File: src/rtl/core/adcms_pkg.sv
// Shared widths, payload types and register indexes of the ADC averaging servo/PWM unit.
package adcms_pkg;

    localparam int AVG_DEPTH      = 10;
    localparam int ADC_FULL_SCALE = 1023;
    localparam int SAMPLE_BITS    = 10;
    localparam int DUTY_FULL      = 100;
    localparam int ANGLE_FULL     = 180;

    localparam int SCALE_BITS    = 8;
    localparam int TICK_BITS     = 16;
    localparam int SET_BITS      = 9;
    localparam int MAG_BITS      = 8;
    localparam int CFG_COUNT     = 7;
    localparam int CFG_IDX_BITS  = $clog2(CFG_COUNT);
    localparam int CFG_DATA_BITS = 16;

    typedef logic [SAMPLE_BITS-1:0]   t_sample;
    typedef logic signed [SET_BITS-1:0] t_setting;
    typedef logic [MAG_BITS-1:0]      t_mag;
    typedef logic [TICK_BITS-1:0]     t_ticks;
    typedef logic [CFG_IDX_BITS-1:0]  t_cfg_idx;
    typedef logic [CFG_DATA_BITS-1:0] t_cfg_data;

    localparam t_cfg_idx CFG_SPEED_SCALE  = CFG_IDX_BITS'(0);
    localparam t_cfg_idx CFG_ANGLE_SCALE  = CFG_IDX_BITS'(1);
    localparam t_cfg_idx CFG_SPEED_OFFSET = CFG_IDX_BITS'(2);
    localparam t_cfg_idx CFG_ANGLE_OFFSET = CFG_IDX_BITS'(3);
    localparam t_cfg_idx CFG_MOTOR_PERIOD = CFG_IDX_BITS'(4);
    localparam t_cfg_idx CFG_SERVO_MIN    = CFG_IDX_BITS'(5);
    localparam t_cfg_idx CFG_SERVO_SPAN   = CFG_IDX_BITS'(6);

endpackage

File: src/rtl/core/adcms_if.sv
// Request channels of the ADC averaging servo/PWM unit: samples, results, register writes.
interface adcms_in_if;
    logic               valid;
    logic               ready;
    adcms_pkg::t_sample speed_sample;
    adcms_pkg::t_sample angle_sample;

    modport source (output valid, output speed_sample, output angle_sample, input ready);
    modport sink   (input valid, input speed_sample, input angle_sample, output ready);
endinterface

interface adcms_out_if;
    logic                valid;
    logic                ready;
    adcms_pkg::t_setting speed_setting;
    adcms_pkg::t_mag     abs_speed;
    adcms_pkg::t_setting angle_setting;
    adcms_pkg::t_mag     abs_angle;
    logic                drive_forward;
    logic                drive_reverse;
    adcms_pkg::t_ticks   motor_compare;
    adcms_pkg::t_ticks   servo_compare;

    modport source (
        output valid, output speed_setting, output abs_speed, output angle_setting,
        output abs_angle, output drive_forward, output drive_reverse,
        output motor_compare, output servo_compare, input ready
    );
    modport sink (
        input valid, input speed_setting, input abs_speed, input angle_setting,
        input abs_angle, input drive_forward, input drive_reverse,
        input motor_compare, input servo_compare, output ready
    );
endinterface

interface adcms_cfg_if;
    logic                 valid;
    logic                 ready;
    adcms_pkg::t_cfg_idx  index;
    adcms_pkg::t_cfg_data data;

    modport source (output valid, output index, output data, input ready);
    modport sink   (input valid, input index, input data, output ready);
endinterface

File: src/rtl/core/adc_average_motor_servo_pwm_unit.sv
// Moving-average ADC pair to motor PWM compare and servo pulse width, top level.
//
// Each request carries one speed and one angle ADC sample. Both samples go into a
// sliding window of AVG_DEPTH entries held in one synchronous memory (zero after
// reset, so early averages are pulled toward zero until the window fills). The
// averages are scaled with round-half-up, offsets are subtracted, and the H-bridge
// direction bits, motor compare and servo pulse width are derived, the last two
// saturated to 16 bits. The unit works on one request at a time: the next request
// is taken only after the sequence of one memory read, one read-modify-write of
// the window and running sums, and three constant divisions done as reciprocal
// multiply plus correction, with a scale multiply, an offset stage and a compare
// multiply between them. The last step waits while the output register is full;
// the result is then loaded into that output register, so the next request is
// taken while it waits. Register writes are always ready.
module adc_average_motor_servo_pwm_unit (
    input  logic          i_clk,
    input  logic          i_rst_n,
    adcms_in_if.sink      i_in,
    adcms_out_if.source   o_out,
    adcms_cfg_if.sink     i_cfg
);
    import adcms_pkg::*;

    localparam int SLOT_BITS  = $clog2(AVG_DEPTH);
    localparam int SUM_BITS   = SAMPLE_BITS + $clog2(AVG_DEPTH);
    localparam int SUM_MAX    = (2**SAMPLE_BITS - 1) * AVG_DEPTH;
    localparam int SNUM_BITS  = $clog2((2**SAMPLE_BITS - 1) * (2**SCALE_BITS - 1)
                                       + ADC_FULL_SCALE / 2 + 1);
    localparam int ONUM_BITS  = MAG_BITS + TICK_BITS;
    localparam int MEM_BITS   = 2 * SAMPLE_BITS;

    // Reciprocals floor(2^W / D); the estimate is low by at most one.
    localparam logic [SUM_BITS:0]  AVG_RECIP   = (SUM_BITS+1)'((2**SUM_BITS) / AVG_DEPTH);
    localparam logic [SNUM_BITS:0] SCL_RECIP   =
        (SNUM_BITS+1)'((2**SNUM_BITS) / ADC_FULL_SCALE);
    localparam logic [ONUM_BITS:0] DUTY_RECIP  = (ONUM_BITS+1)'((2**ONUM_BITS) / DUTY_FULL);
    localparam logic [ONUM_BITS:0] ANGLE_RECIP = (ONUM_BITS+1)'((2**ONUM_BITS) / ANGLE_FULL);

    localparam logic [SCALE_BITS-1:0] RST_SPEED_SCALE  = SCALE_BITS'(198);
    localparam logic [SCALE_BITS-1:0] RST_ANGLE_SCALE  = SCALE_BITS'(180);
    localparam logic [SCALE_BITS-1:0] RST_SPEED_OFFSET = SCALE_BITS'(99);
    localparam logic [SCALE_BITS-1:0] RST_ANGLE_OFFSET = SCALE_BITS'(90);
    localparam t_ticks RST_MOTOR_PERIOD = TICK_BITS'(1999);
    localparam t_ticks RST_SERVO_MIN    = TICK_BITS'(750);
    localparam t_ticks RST_SERVO_SPAN   = TICK_BITS'(1500);

    typedef enum logic [3:0] {
        S_IDLE, S_SUM, S_AVG_EST, S_AVG_FIX, S_SCL_MUL, S_SCL_EST, S_SCL_FIX,
        S_SET, S_OUT_MUL, S_OUT_EST, S_OUT_FIX
    } t_state;

    // configuration
    logic [SCALE_BITS-1:0] r_speed_scale, r_angle_scale, r_speed_offset, r_angle_offset;
    t_ticks                r_motor_period, r_servo_min, r_servo_span;

    // window memory and its bookkeeping
    logic [MEM_BITS-1:0]   r_mem [AVG_DEPTH];
    logic [MEM_BITS-1:0]   r_rd;
    logic [AVG_DEPTH-1:0]  r_valid;
    logic [SLOT_BITS-1:0]  r_slot;
    logic [SUM_BITS-1:0]   r_sum_s, r_sum_a;
    t_sample               r_new_s, r_new_a;

    t_state                r_state;

    // datapath
    logic [SUM_BITS-1:0]   r_qe_s, r_qe_a;
    t_sample               r_avg_s, r_avg_a;
    logic [SNUM_BITS-1:0]  r_snum_s, r_snum_a, r_sqe_s, r_sq_s, r_sqe_a, r_sq_a;
    t_setting              r_speed, r_angle;
    t_mag                  r_abs_s, r_sc_a;
    logic [ONUM_BITS-1:0]  r_onum_m, r_onum_v, r_oqe_m, r_oqe_v;

    // output register
    logic                  r_out_valid;
    t_setting              r_o_speed, r_o_angle;
    t_mag                  r_o_abs_speed, r_o_abs_angle;
    logic                  r_o_fwd, r_o_rev;
    t_ticks                r_o_motor, r_o_servo;

    logic                  w_in_acc, w_out_acc, w_out_load;
    logic [SAMPLE_BITS-1:0] w_old_s, w_old_a;
    logic [2*SUM_BITS:0]   w_ap_s, w_ap_a;
    logic [SUM_BITS-1:0]   w_ar_s, w_ar_a;
    logic [2*SNUM_BITS:0]  w_sp_s, w_sp_a;
    logic [SNUM_BITS-1:0]  w_sr_s, w_sr_a;
    t_mag                  w_sc_s, w_sc_a;
    t_setting              w_speed, w_angle;
    logic [2*ONUM_BITS:0]  w_op_m, w_op_v;
    logic [ONUM_BITS-1:0]  w_or_m, w_or_v, w_oq_m, w_oq_v;
    logic [ONUM_BITS:0]    w_servo_sum;

    assign w_in_acc   = i_in.valid && i_in.ready;
    assign w_out_acc  = r_out_valid && o_out.ready;
    assign w_out_load = (r_state == S_OUT_FIX) && (!r_out_valid || o_out.ready);

    assign i_in.ready  = (r_state == S_IDLE);
    assign i_cfg.ready = 1'b1;

    assign o_out.valid         = r_out_valid;
    assign o_out.speed_setting = r_o_speed;
    assign o_out.abs_speed     = r_o_abs_speed;
    assign o_out.angle_setting = r_o_angle;
    assign o_out.abs_angle     = r_o_abs_angle;
    assign o_out.drive_forward = r_o_fwd;
    assign o_out.drive_reverse = r_o_rev;
    assign o_out.motor_compare = r_o_motor;
    assign o_out.servo_compare = r_o_servo;

    // Register writes
    always_ff @(posedge i_clk) begin
        if (!i_rst_n) begin
            r_speed_scale  <= RST_SPEED_SCALE;
            r_angle_scale  <= RST_ANGLE_SCALE;
            r_speed_offset <= RST_SPEED_OFFSET;
            r_angle_offset <= RST_ANGLE_OFFSET;
            r_motor_period <= RST_MOTOR_PERIOD;
            r_servo_min    <= RST_SERVO_MIN;
            r_servo_span   <= RST_SERVO_SPAN;
        end else if (i_cfg.valid) begin
            unique case (i_cfg.index)
                CFG_SPEED_SCALE:  r_speed_scale  <= i_cfg.data[SCALE_BITS-1:0];
                CFG_ANGLE_SCALE:  r_angle_scale  <= i_cfg.data[SCALE_BITS-1:0];
                CFG_SPEED_OFFSET: r_speed_offset <= i_cfg.data[SCALE_BITS-1:0];
                CFG_ANGLE_OFFSET: r_angle_offset <= i_cfg.data[SCALE_BITS-1:0];
                CFG_MOTOR_PERIOD: r_motor_period <= i_cfg.data[TICK_BITS-1:0];
                CFG_SERVO_MIN:    r_servo_min    <= i_cfg.data[TICK_BITS-1:0];
                CFG_SERVO_SPAN:   r_servo_span   <= i_cfg.data[TICK_BITS-1:0];
                default: ;
            endcase
        end
    end

    // Window memory: read the oldest pair on accept, overwrite it in the next cycle
    always_ff @(posedge i_clk) begin
        if (w_in_acc) begin
            r_rd <= r_mem[r_slot];
        end
        if (r_state == S_SUM) begin
            r_mem[r_slot] <= {r_new_a, r_new_s};
        end
    end

    // Entries never written read as zero
    assign w_old_s = r_valid[r_slot] ? r_rd[SAMPLE_BITS-1:0] : '0;
    assign w_old_a = r_valid[r_slot] ? r_rd[MEM_BITS-1:SAMPLE_BITS] : '0;

    always_comb begin
        w_ap_s = (2*SUM_BITS+1)'(r_sum_s) * (2*SUM_BITS+1)'(AVG_RECIP);
        w_ap_a = (2*SUM_BITS+1)'(r_sum_a) * (2*SUM_BITS+1)'(AVG_RECIP);
        w_ar_s = r_sum_s - SUM_BITS'(r_qe_s * SUM_BITS'(AVG_DEPTH));
        w_ar_a = r_sum_a - SUM_BITS'(r_qe_a * SUM_BITS'(AVG_DEPTH));

        w_sp_s = (2*SNUM_BITS+1)'(r_snum_s) * (2*SNUM_BITS+1)'(SCL_RECIP);
        w_sp_a = (2*SNUM_BITS+1)'(r_snum_a) * (2*SNUM_BITS+1)'(SCL_RECIP);
        w_sr_s = r_snum_s - SNUM_BITS'(r_sqe_s * SNUM_BITS'(ADC_FULL_SCALE));
        w_sr_a = r_snum_a - SNUM_BITS'(r_sqe_a * SNUM_BITS'(ADC_FULL_SCALE));

        // saturate the scaled value, then remove the offsets
        w_sc_s  = (r_sq_s > SNUM_BITS'(2**MAG_BITS - 1)) ? '1 : r_sq_s[MAG_BITS-1:0];
        w_sc_a  = (r_sq_a > SNUM_BITS'(2**MAG_BITS - 1)) ? '1 : r_sq_a[MAG_BITS-1:0];
        w_speed = $signed({1'b0, w_sc_s}) - $signed({1'b0, r_speed_offset});
        w_angle = $signed({1'b0, w_sc_a}) - $signed({1'b0, r_angle_offset});

        w_op_m = (2*ONUM_BITS+1)'(r_onum_m) * (2*ONUM_BITS+1)'(DUTY_RECIP);
        w_op_v = (2*ONUM_BITS+1)'(r_onum_v) * (2*ONUM_BITS+1)'(ANGLE_RECIP);
        w_or_m = r_onum_m - ONUM_BITS'(r_oqe_m * ONUM_BITS'(DUTY_FULL));
        w_or_v = r_onum_v - ONUM_BITS'(r_oqe_v * ONUM_BITS'(ANGLE_FULL));
        w_oq_m = (w_or_m >= ONUM_BITS'(DUTY_FULL)) ? r_oqe_m + 1'b1 : r_oqe_m;
        w_oq_v = (w_or_v >= ONUM_BITS'(ANGLE_FULL)) ? r_oqe_v + 1'b1 : r_oqe_v;
        w_servo_sum = {1'b0, w_oq_v} + (ONUM_BITS+1)'(r_servo_min);
    end

    // Sequencer, window bookkeeping, datapath and output register
    always_ff @(posedge i_clk) begin
        if (!i_rst_n) begin
            r_state     <= S_IDLE;
            r_slot      <= '0;
            r_valid     <= '0;
            r_sum_s     <= '0;
            r_sum_a     <= '0;
            r_out_valid <= 1'b0;
        end else begin
            if (w_out_load) begin
                r_out_valid <= 1'b1;
            end else if (w_out_acc) begin
                r_out_valid <= 1'b0;
            end
            unique case (r_state)
                S_IDLE: begin
                    if (w_in_acc) begin
                        r_new_s <= i_in.speed_sample;
                        r_new_a <= i_in.angle_sample;
                        r_state <= S_SUM;
                    end
                end
                S_SUM: begin
                    r_sum_s         <= r_sum_s - SUM_BITS'(w_old_s) + SUM_BITS'(r_new_s);
                    r_sum_a         <= r_sum_a - SUM_BITS'(w_old_a) + SUM_BITS'(r_new_a);
                    r_valid[r_slot] <= 1'b1;
                    r_slot          <= (r_slot == SLOT_BITS'(AVG_DEPTH - 1)) ? '0
                                                                             : r_slot + 1'b1;
                    r_state         <= S_AVG_EST;
                end
                S_AVG_EST: begin
                    r_qe_s  <= w_ap_s[2*SUM_BITS-1:SUM_BITS];
                    r_qe_a  <= w_ap_a[2*SUM_BITS-1:SUM_BITS];
                    r_state <= S_AVG_FIX;
                end
                S_AVG_FIX: begin
                    r_avg_s <= SAMPLE_BITS'((w_ar_s >= SUM_BITS'(AVG_DEPTH)) ? r_qe_s + 1'b1
                                                                            : r_qe_s);
                    r_avg_a <= SAMPLE_BITS'((w_ar_a >= SUM_BITS'(AVG_DEPTH)) ? r_qe_a + 1'b1
                                                                            : r_qe_a);
                    r_state <= S_SCL_MUL;
                end
                S_SCL_MUL: begin
                    // add half the full scale to round to nearest
                    r_snum_s <= SNUM_BITS'(SNUM_BITS'(r_avg_s) * SNUM_BITS'(r_speed_scale))
                                + SNUM_BITS'(ADC_FULL_SCALE / 2);
                    r_snum_a <= SNUM_BITS'(SNUM_BITS'(r_avg_a) * SNUM_BITS'(r_angle_scale))
                                + SNUM_BITS'(ADC_FULL_SCALE / 2);
                    r_state  <= S_SCL_EST;
                end
                S_SCL_EST: begin
                    r_sqe_s <= w_sp_s[2*SNUM_BITS-1:SNUM_BITS];
                    r_sqe_a <= w_sp_a[2*SNUM_BITS-1:SNUM_BITS];
                    r_state <= S_SCL_FIX;
                end
                S_SCL_FIX: begin
                    r_sq_s  <= (w_sr_s >= SNUM_BITS'(ADC_FULL_SCALE)) ? r_sqe_s + 1'b1 : r_sqe_s;
                    r_sq_a  <= (w_sr_a >= SNUM_BITS'(ADC_FULL_SCALE)) ? r_sqe_a + 1'b1 : r_sqe_a;
                    r_state <= S_SET;
                end
                S_SET: begin
                    r_speed <= w_speed;
                    r_angle <= w_angle;
                    r_abs_s <= w_speed[SET_BITS-1] ? MAG_BITS'(-w_speed) : MAG_BITS'(w_speed);
                    r_sc_a  <= w_sc_a;
                    r_state <= S_OUT_MUL;
                end
                S_OUT_MUL: begin
                    r_onum_m <= ONUM_BITS'(r_abs_s) * ONUM_BITS'(r_motor_period);
                    r_onum_v <= ONUM_BITS'(r_sc_a) * ONUM_BITS'(r_servo_span);
                    r_state  <= S_OUT_EST;
                end
                S_OUT_EST: begin
                    r_oqe_m <= w_op_m[2*ONUM_BITS-1:ONUM_BITS];
                    r_oqe_v <= w_op_v[2*ONUM_BITS-1:ONUM_BITS];
                    r_state <= S_OUT_FIX;
                end
                S_OUT_FIX: begin
                    // hold until the output register is free
                    if (w_out_load) begin
                        r_o_speed     <= r_speed;
                        r_o_abs_speed <= r_abs_s;
                        r_o_angle     <= r_angle;
                        r_o_abs_angle <= r_sc_a;
                        r_o_fwd       <= !r_speed[SET_BITS-1] && (r_speed != '0);
                        r_o_rev       <= r_speed[SET_BITS-1];
                        r_o_motor     <= (w_oq_m > ONUM_BITS'(2**TICK_BITS - 1)) ? '1
                                         : w_oq_m[TICK_BITS-1:0];
                        r_o_servo     <= (w_servo_sum > (ONUM_BITS+1)'(2**TICK_BITS - 1)) ? '1
                                         : w_servo_sum[TICK_BITS-1:0];
                        r_state       <= S_IDLE;
                    end
                end
                default: r_state <= S_IDLE;
            endcase
        end
    end

`ifndef ASSERT_OFF
    a_sum_range: assert property (@(posedge i_clk) disable iff (!i_rst_n)
        (r_sum_s <= SUM_BITS'(SUM_MAX)) && (r_sum_a <= SUM_BITS'(SUM_MAX)))
        else $error("window sum beyond full window");

    a_slot_range: assert property (@(posedge i_clk) disable iff (!i_rst_n)
        r_slot <= SLOT_BITS'(AVG_DEPTH - 1))
        else $error("window slot out of range");

    a_out_from_last_step: assert property (@(posedge i_clk) disable iff (!i_rst_n)
        $rose(r_out_valid) |-> $past(r_state == S_OUT_FIX))
        else $error("result raised outside the final step");

    a_dir_exclusive: assert property (@(posedge i_clk) disable iff (!i_rst_n)
        r_out_valid |-> !(r_o_fwd && r_o_rev))
        else $error("both H-bridge inputs driven");

    a_abs_speed: assert property (@(posedge i_clk) disable iff (!i_rst_n)
        r_out_valid && r_o_speed[SET_BITS-1] |-> r_o_abs_speed == MAG_BITS'(-r_o_speed))
        else $error("speed magnitude mismatch");
`endif

endmodule
File: src/flat_wrapper.sv
// flat-port wrapper written by rule: the top's interface ports become plain ports
module adc_average_motor_servo_pwm_unit_flat import adcms_pkg::*;
  (i_clk, i_rst_n, i_in_valid, i_in_speed_sample, i_in_angle_sample, i_in_ready, o_out_valid, o_out_speed_setting, o_out_abs_speed, o_out_angle_setting, o_out_abs_angle, o_out_drive_forward, o_out_drive_reverse, o_out_motor_compare, o_out_servo_compare, o_out_ready, i_cfg_valid, i_cfg_index, i_cfg_data, i_cfg_ready);
  adcms_in_if i_in_i ();
  adcms_out_if o_out_i ();
  adcms_cfg_if i_cfg_i ();
  input  logic i_clk;
  input  logic i_rst_n;
  input wire logic [$bits(i_in_i.valid)-1:0] i_in_valid;
  input wire logic [$bits(i_in_i.speed_sample)-1:0] i_in_speed_sample;
  input wire logic [$bits(i_in_i.angle_sample)-1:0] i_in_angle_sample;
  output wire logic [$bits(i_in_i.ready)-1:0] i_in_ready;
  output wire logic [$bits(o_out_i.valid)-1:0] o_out_valid;
  output wire logic [$bits(o_out_i.speed_setting)-1:0] o_out_speed_setting;
  output wire logic [$bits(o_out_i.abs_speed)-1:0] o_out_abs_speed;
  output wire logic [$bits(o_out_i.angle_setting)-1:0] o_out_angle_setting;
  output wire logic [$bits(o_out_i.abs_angle)-1:0] o_out_abs_angle;
  output wire logic [$bits(o_out_i.drive_forward)-1:0] o_out_drive_forward;
  output wire logic [$bits(o_out_i.drive_reverse)-1:0] o_out_drive_reverse;
  output wire logic [$bits(o_out_i.motor_compare)-1:0] o_out_motor_compare;
  output wire logic [$bits(o_out_i.servo_compare)-1:0] o_out_servo_compare;
  input wire logic [$bits(o_out_i.ready)-1:0] o_out_ready;
  input wire logic [$bits(i_cfg_i.valid)-1:0] i_cfg_valid;
  input wire logic [$bits(i_cfg_i.index)-1:0] i_cfg_index;
  input wire logic [$bits(i_cfg_i.data)-1:0] i_cfg_data;
  output wire logic [$bits(i_cfg_i.ready)-1:0] i_cfg_ready;
  assign i_in_i.valid = i_in_valid;
  assign i_in_i.speed_sample = i_in_speed_sample;
  assign i_in_i.angle_sample = i_in_angle_sample;
  assign i_in_ready = i_in_i.ready;
  assign o_out_valid = o_out_i.valid;
  assign o_out_speed_setting = o_out_i.speed_setting;
  assign o_out_abs_speed = o_out_i.abs_speed;
  assign o_out_angle_setting = o_out_i.angle_setting;
  assign o_out_abs_angle = o_out_i.abs_angle;
  assign o_out_drive_forward = o_out_i.drive_forward;
  assign o_out_drive_reverse = o_out_i.drive_reverse;
  assign o_out_motor_compare = o_out_i.motor_compare;
  assign o_out_servo_compare = o_out_i.servo_compare;
  assign o_out_i.ready = o_out_ready;
  assign i_cfg_i.valid = i_cfg_valid;
  assign i_cfg_i.index = i_cfg_index;
  assign i_cfg_i.data = i_cfg_data;
  assign i_cfg_ready = i_cfg_i.ready;
  adc_average_motor_servo_pwm_unit u_core (.i_clk(i_clk), .i_rst_n(i_rst_n), .i_in(i_in_i), .o_out(o_out_i), .i_cfg(i_cfg_i));
endmodule
File: config.mk
export PLATFORM = sky130hd
export DESIGN_NAME = adc_average_motor_servo_pwm_unit_flat
export DESIGN_NICKNAME = d
export VERILOG_FILES = /design/src/rtl/core/adcms_pkg.sv /design/src/rtl/core/adcms_if.sv /design/src/rtl/core/adc_average_motor_servo_pwm_unit.sv /design/src/flat_wrapper.sv
export SDC_FILE = /design/constraint.sdc
export NUM_CORES = 2
export LEC_CHECK = 0
export BUFFER_PORTS_ARGS = -buffer_cell sky130_fd_sc_hd__buf_4
export CAP_MARGIN = 20
export CORE_MARGIN = 2
export CORE_UTILIZATION = 40
export DETAILED_ROUTE_END_ITERATION = 7
export GPL_TIMING_DRIVEN = 0
export SYNTH_ARGS = -nofsm -noshare
export SYNTH_HDL_FRONTEND = slang
export SYNTH_SLANG_ARGS = --single-unit
File: constraint.sdc
create_clock -name i_clk -period 9.74 [get_ports i_clk]
set_input_delay 2.435 -clock i_clk [delete_from_list [all_inputs] [get_ports i_clk]]
set_output_delay 2.435 -clock i_clk [all_outputs]
set_load 0.005 [all_outputs]
Yosys cells after proc, flatten, opt, wreduce, memory -nomap -nowiden
Memories as Yosys holds them, arrays and structs flattened. A register that Yosys moved wholly into a read port is not among the register bits. Index checks and enable logic that the tools add are counted.

Register bits: 444. RAM bits: 200. Memories kept: 1. Word-level logic and storage cells: 166.

Magnitude comparators: 12. Mux-type cells: 23. Add/sub/neg operators: 23. Multipliers: 14. Reductions and logical operators: 30. Equal/unequal tests: 19. Bitwise logic cells: 1.

Memory list: u_core.r_mem (depth 10, width 20, rd ports 1, clocked after memory_dff 1, write ports 1, RTL line adc_average_motor_servo_pwm_unit.sv:57) `logic [MEM_BITS-1:0] r_mem [AVG_DEPTH];`.

Operator list (count): 24-bit by 16-bit multiplier with 40-bit output, second input constant (2); 14-bit by 10-bit multiplier with 24-bit output, second input constant (2); 8-bit by 16-bit multiplier with 24-bit output (2); 24-bit two-way mux (2); 24-bit subtractor (2); 4-bit one-hot mux with 11 select lines (1); 10-bit two-way mux (4); 8-bit two-way mux (5); 18-bit by 9-bit adder with 18-bit output, second input constant (2); 18-bit by 10-bit >= comparator with 1-bit output, second input constant (2); 10-bit by 8-bit multiplier with 18-bit output (2); 8-bit by 10-bit multiplier with 18-bit output, second input constant (2); 18-bit subtractor (2); 2-bit AND reduction (16); 14-bit by 10-bit adder with 14-bit output (2); 14-bit by 4-bit >= comparator with 1-bit output, second input constant (2); 14-bit by 10-bit subtractor with 14-bit output (2); 14-bit subtractor (2); 11-bit by 3-bit multiplier with 13-bit output, second input constant (2); 24-bit by 16-bit adder with 25-bit output (1); 25-bit by 16-bit > comparator with 1-bit output, second input constant (1); 24-bit by 7-bit >= comparator with 1-bit output, second input constant (1); 24-bit by 8-bit >= comparator with 1-bit output, second input constant (1); 24-bit by 16-bit > comparator with 1-bit output, second input constant (1); 34 further kinds (61).

Logic depth before layout (Yosys ltp)
Word-level depth: 6. Gate-level depth with buffers: 45. Mapped depth without buffers: 42.

Worst setup path before layout
No wires, ideal clock.

Kind: input to register. Start point: input i_rst_n. End point: register u_core.r_o_abs_angle[0], in the netlist u_core.o_out.abs_angle[0], enable pin. Data arrival time: 8.832 ns. Path slack: 0.256 ns. Stages: 2. Setup time: 0.652 ns. Cell sequence: nand2_1 -> nor4_1.

Word-level cells in the longest chain between the ends: 1.

Ends and longest elaborated chain: start, declared (RTL line flat_wrapper.sv:8) `input logic i_rst_n;`; 3-bit AND reduction (no line); end signal, assigned (RTL line adc_average_motor_servo_pwm_unit.sv:258) `r_o_abs_angle <= r_sc_a;`; end, declared (RTL line adc_average_motor_servo_pwm_unit.sv:77) `t_mag r_o_abs_speed, r_o_abs_angle;`.

No other way between the ends. A chain may end at the register's enable or synchronous reset.

Worst setup path in the final report
Start point: register u_core.r_oqe_v[2]. End point: register u_core.r_o_servo[5], in the netlist u_core.o_out.servo_compare[5], data pin.

Word-level cells in the longest chain between the ends: 6. Elaborated cells on any way between the ends: 7. Classes of those cells: 3 x add/sub; 1 x mul; 2 x order compare; 1 x mux.

Ends and longest elaborated chain: start, declared (RTL line adc_average_motor_servo_pwm_unit.sv:72) `logic [ONUM_BITS-1:0] r_onum_m, r_onum_v, r_oqe_m, r_oqe_v;`; start signal, assigned (RTL line adc_average_motor_servo_pwm_unit.sv:249) `r_oqe_v <= w_op_v[2*ONUM_BITS-1:ONUM_BITS];`; 17-bit by 6-bit multiplier with 22-bit output (RTL line adc_average_motor_servo_pwm_unit.sv:168) `w_or_v = r_onum_v - ONUM_BITS'(r_oqe_v * ONUM_BITS'(ANGLE_FULL));`; 24-bit subtractor (RTL line adc_average_motor_servo_pwm_unit.sv:168); 24-bit by 8-bit >= comparator with 1-bit output (RTL line adc_average_motor_servo_pwm_unit.sv:170) `w_oq_v = (w_or_v >= ONUM_BITS'(ANGLE_FULL)) ? r_oqe_v + 1'b1 : r_oqe_v;`; 24-bit two-way mux (*) (RTL line adc_average_motor_servo_pwm_unit.sv:170); 24-bit by 16-bit adder with 25-bit output (*) (RTL line adc_average_motor_servo_pwm_unit.sv:171) `w_servo_sum = {1'b0, w_oq_v} + (ONUM_BITS+1)'(r_servo_min);`; 25-bit by 16-bit > comparator with 1-bit output (RTL line adc_average_motor_servo_pwm_unit.sv:263) `r_o_servo <= (w_servo_sum > (ONUM_BITS+1)'(2**TICK_BITS - 1)) ? '1`; end signal, assigned (RTL line adc_average_motor_servo_pwm_unit.sv:263); end, declared (RTL line adc_average_motor_servo_pwm_unit.sv:79) `t_ticks r_o_motor, r_o_servo;`.

Every way passes the cells marked *; elsewhere a longest branch is shown, timed or not.

==> run summary <==
The run finished with clean final reports. Setup violations remaining at the end of the flow were counted as 0. The cell sitting at the root of the clock tree is a sky130_fd_sc_hd__clkbuf_16.

In this run the horizontal extent of the chip is 422 µm. Most repeated library cell on the critical path: sky130_fd_sc_hd__a21oi_2. The critical path buffer and inverter count works out to 8. The final hold violation count is 0, and the clock-pin slew reported for the worst setup and hold paths after clock tree synthesis is 0.06 ns. The count of hold-fix buffers inserted at cts is 0, and the vertical die dimension is 422 µm. The worst reg2reg path depth is 44.

The tools report the total power draw as 0.0105 W. Number of pins exceeding their max-slew limit in the final report: 0. TritonCTS built the clock tree.

For the top achievable clock speed, the log shows 107 MHz. Highest signal layer in the routed design: met4. At the later pin of the worst-skew pair, clock insertion delay measures 0.73 ns. 115 I/O pins were placed.

Async set-or-reset flop fraction in the synthesized netlist: 0. The number of rows created at floorplan was 153; the number of standard cells after synthesis was 6714. Wires add up to 160 mm.

For hold timing, the worst endpoint is u_core.o_out.angle_setting[3]. For the portion of the post-synthesis area used by sequential elements, the log shows 0.266. The area growth from synthesis to layout is 10.7%.

Critical path data required time: 10.12 ns. During placement, the flow inserted port buffers numbering 113. The tools report the utilization of the core after routing as 0.445. The tools report the internal reg-to-reg setup slack as 0.41 ns.

For this block, wires on met1 add up to 70.1 mm. In this run the cell area measured after placement is 0.0742 mm². The adder-cell share of the synthesized area came out at 0.410. The per-cell via count in the routed design is 5.06, and the routability congestion estimate is 0.891. The reg-to-reg endpoint is u_core.o_out.servo_compare[5].

The via count of the first global-routing pass is 49100. The first global-routing pass estimated 262 mm of wire. For the pin count of the biggest net entering global routing, the log shows 36. The area share of xor/xnor cells in the synthesized design is 0.0393. For this run, the detailed router's first-pass iteration total came to 7.

The combinational share of power came out at 0.369. STA puts the critical path data arrival time at 9.71 ns. In this run, CTS created clock tree buffers numbering 81. The critical path is of the reg -> reg type.

The combinational family with the most area after synthesis is adder cells. The power per unit of standard cell area works out to 136 mW/mm². For this run, the slowest stage of the critical path takes 0.50 ns. Power spent charging and discharging nets: 0.00367 W.

Start of the worst register-to-register path: u_core.r_oqe_v[2]. Synthesis produced a netlist with a net count of 8572. Subtracting the final worst setup slack from the clock period gives 9.33 ns.

For this design, the sink count on the clock tree is 661. Detailed routing placed a total of 5.01 mm of wire on met3. The clock passes through at most 3 buffers. Max-cap violations in this run came to 0. The run gives 0.326 as the relative contribution of sequential cells to total power. After floorplanning, the core was sized to cover 0.174 mm².

The tools report the final design instance area without fill as 0.0774 mm². Sort of element at the start of the critical path: a flip-flop. Most common cell after layout, fill and taps aside: sky130_fd_sc_hd__inv_1.

In this run, synthesis produced a sequential element count of 661. The run gives 131 mm as the HPWL reported at the end of detailed placement. The maximum resistive drop on vdd is 0.144 mV. The synthesized design contains 534 enable-type register cells. The fraction of layout instances using a drive strength above 1 was 0.0638; the fraction of power consumed by the clock network was 0.305. For the pin with the worst max-slew slack, the measured transition is 1.16 ns. For the number of antenna violations at the first check in global routing, the log shows 4. In this run the remaining antenna-violating nets after routing total 0. The worst hold path begins at u_core.r_angle[3].

The synthesized-area fraction occupied by ao, oa, aoi and oai cells is 0.0838. The area enclosed by the die boundary was 0.178 mm². The routed design uses 80.7 mm of met2 wire. The final routed DRC violation total came out at 0. The fraction of the cycle the final worst path needs is 0.958, and the H-tree level count is 3. Among all stages on the critical path, the largest delay is contributed by sky130_fd_sc_hd__fa_1.

The first routing iteration left 2362 violations. The distinct cell type count after synthesis was 90; the routed wirelength normalized by instance count was 17.1 µm. In this run the worst hold path is classified as reg -> reg. Global routing finished with a remaining overflow of 0. The netlist area before placement was 0.0699 mm². Multiplexer share of the synthesized area: 0.0196. The most used flip-flop cell after synthesis is sky130_fd_sc_hd__edfxtp_1.

At the end of the flow, the number of nets in the layout was 8824. The run gives 0.0898 ns as the worst clock skew on the final layout. The library cells used most frequently in the layout, excluding fill and tap cells, are sky130_fd_sc_hd__inv_1 (1258), sky130_fd_sc_hd__ha_1 (1020), sky130_fd_sc_hd__fa_1 (791), sky130_fd_sc_hd__nand2_1 (583), sky130_fd_sc_hd__edfxtp_1 (534). The switching fraction of total power is 0.350, and the worst hold path stage count is 0.

The tools report the Yosys warning count as 0. Synthesized-area fraction occupied by and/or/nand/nor cells: 0.106. The logs give 0.402 for the initial core utilization and 47400 for the overall via count from detail_route.

Dividing the synthesized area by the synthesized cell count gives 10.4 µm². Cell internal power was estimated by the tool at 0.00682 W. The cell family contributing the most delay on the critical path is compound AO/OA/AOI/OAI gates.

The critical-path maximum fanout is 10. The setup TNS after final layout came out at 0 ns. The logs give 0.183 for the total track usage and 0.225 for the worst-case headroom to the max-slew limit.

The analysis attributes to cell leakage a power of 35.7 nW. STA classifies the critical path endpoint as a flip-flop.
[final cells by class]
cell class	count	area, µm²
antenna	4	10.0
buffer	149	616
clock buffer	97	2150
clock inverter	55	702
fill	16500	96500
inverter	1258	4720
multi-input combinational	4645	46200
sequential	661	18600
tap	2325	2910
timing repair buffer	170	1470
[routing by layer]
| metal | GRT usage | vias up |
|---|---|---|
| met5 | 0 | - |
| met2 | 0.324 | 702 |
| met3 | 0.0201 | 219 |
| li1 | - | 22900 |
| met1 | 0.234 | 23500 |
| met4 | 0.0520 | 0 |
[per-stage QoR]
| stage | hold slack (ns) | setup slack [ns] | std cells |
|---|---|---|---|
| 4_1_cts | 0.421 | 0.00663 | 9350 |
| 3_3_place_gp | 0.404 | -4.43 | 9152 |
| 6_report | 0.420 | 0.410 | 9364 |
| 3_5_place_dp | 0.406 | -1.43 | 9192 |
| 2_1_floorplan | 0.400 | 0.256 | 6714 |
| 5_1_grt | 0.426 | -0.0436 | 9364 |
[cell families (layout without fill, tap and decap cells)]
| group | after synthesis | count (layout) |
|---|---|---|
| other | 1 | 5 |
| buffers and inverters | 1408 | 1729 |
| DFF | 661 | 661 |
| and+or+nand+nor | 1534 | 1534 |
| adders and majority gates | 1814 | 1814 |
| xor gates and xnor gates | 311 | 311 |
| muxes | 84 | 84 |
| AOI/OAI and AO/OA | 901 | 901 |
[power by group through the flow]
stage	combinational, W	clock [W]	sequential, W
after detailed placement	0.00387	0	0.00348
final	0.00387	0.00320	0.00342
after global placement	0.00375	0	0.00348
after floorplan	0.00301	0	0.00340
after CTS	0.00391	0.00329	0.00342
after global routing	0.00448	0.00339	0.00343
[registers in the layout (all words and copies together), names as in the netlist, 17 cells and up]
name and count:
u_core.r_onum_m 24, u_core.r_snum_s 18, u_core.r_rd 20, u_core.r_snum_a 18, u_core.r_oqe_m 18, u_core.r_onum_v 24
u_core.r_mem 200, u_core.r_oqe_v 17
[Yosys cell counts (46+ instances only)]
master	n	area [µm²]
sky130_fd_sc_hd__fa_1	791	15800
sky130_fd_sc_hd__dfxtp_1	127	2540
sky130_fd_sc_hd__a211oi_1	54	405
sky130_fd_sc_hd__ha_1	1023	12800
sky130_fd_sc_hd__clkbuf_1	117	439
sky130_fd_sc_hd__nor2b_1	58	363
sky130_fd_sc_hd__and3_1	46	288
sky130_fd_sc_hd__and2_1	216	1350
sky130_fd_sc_hd__edfxtp_1	534	16000
sky130_fd_sc_hd__xnor2_1	223	1950
sky130_fd_sc_hd__a21o_1	76	571
sky130_fd_sc_hd__nand2_1	583	2190
sky130_fd_sc_hd__xor2_1	86	753
sky130_fd_sc_hd__a21oi_1	299	1500
sky130_fd_sc_hd__o21ai_0	144	721
sky130_fd_sc_hd__nor3_1	106	531
sky130_fd_sc_hd__nor2_1	213	800
sky130_fd_sc_hd__nand3_1	126	631
sky130_fd_sc_hd__inv_1	1258	4720
sky130_fd_sc_hd__o21a_1	46	345
[worst max-delay path by stage]
stage / start / to / slack, ns / depth (start not counted)
6_report: u_core.r_oqe_v[2] / u_core.o_out.servo_compare[5] / 0.41 / 44
3_5_place_dp: u_core.r_oqe_v[2] / u_core.o_out.servo_compare[5] / -1.43 / 43
3_3_place_gp: i_rst_n / u_core.o_out.speed_setting[6] / -4.43 / 3
2_1_floorplan: i_rst_n / u_core.o_out.abs_angle[0] / 0.26 / 2
4_1_cts: u_core.r_oqe_v[4] / u_core.o_out.servo_compare[5] / 0.007 / 43
5_1_grt: u_core.r_oqe_v[4] / u_core.o_out.servo_compare[0] / -0.04 / 45
[repair_timing]
action,CTS,global route
pin swaps,3,9
resized for setup,18,18
endpoints found under the setup margin,16,16
setup buffers,7,9
cloned,0,1
No activity file was read; power rests on OpenSTA's default activity.
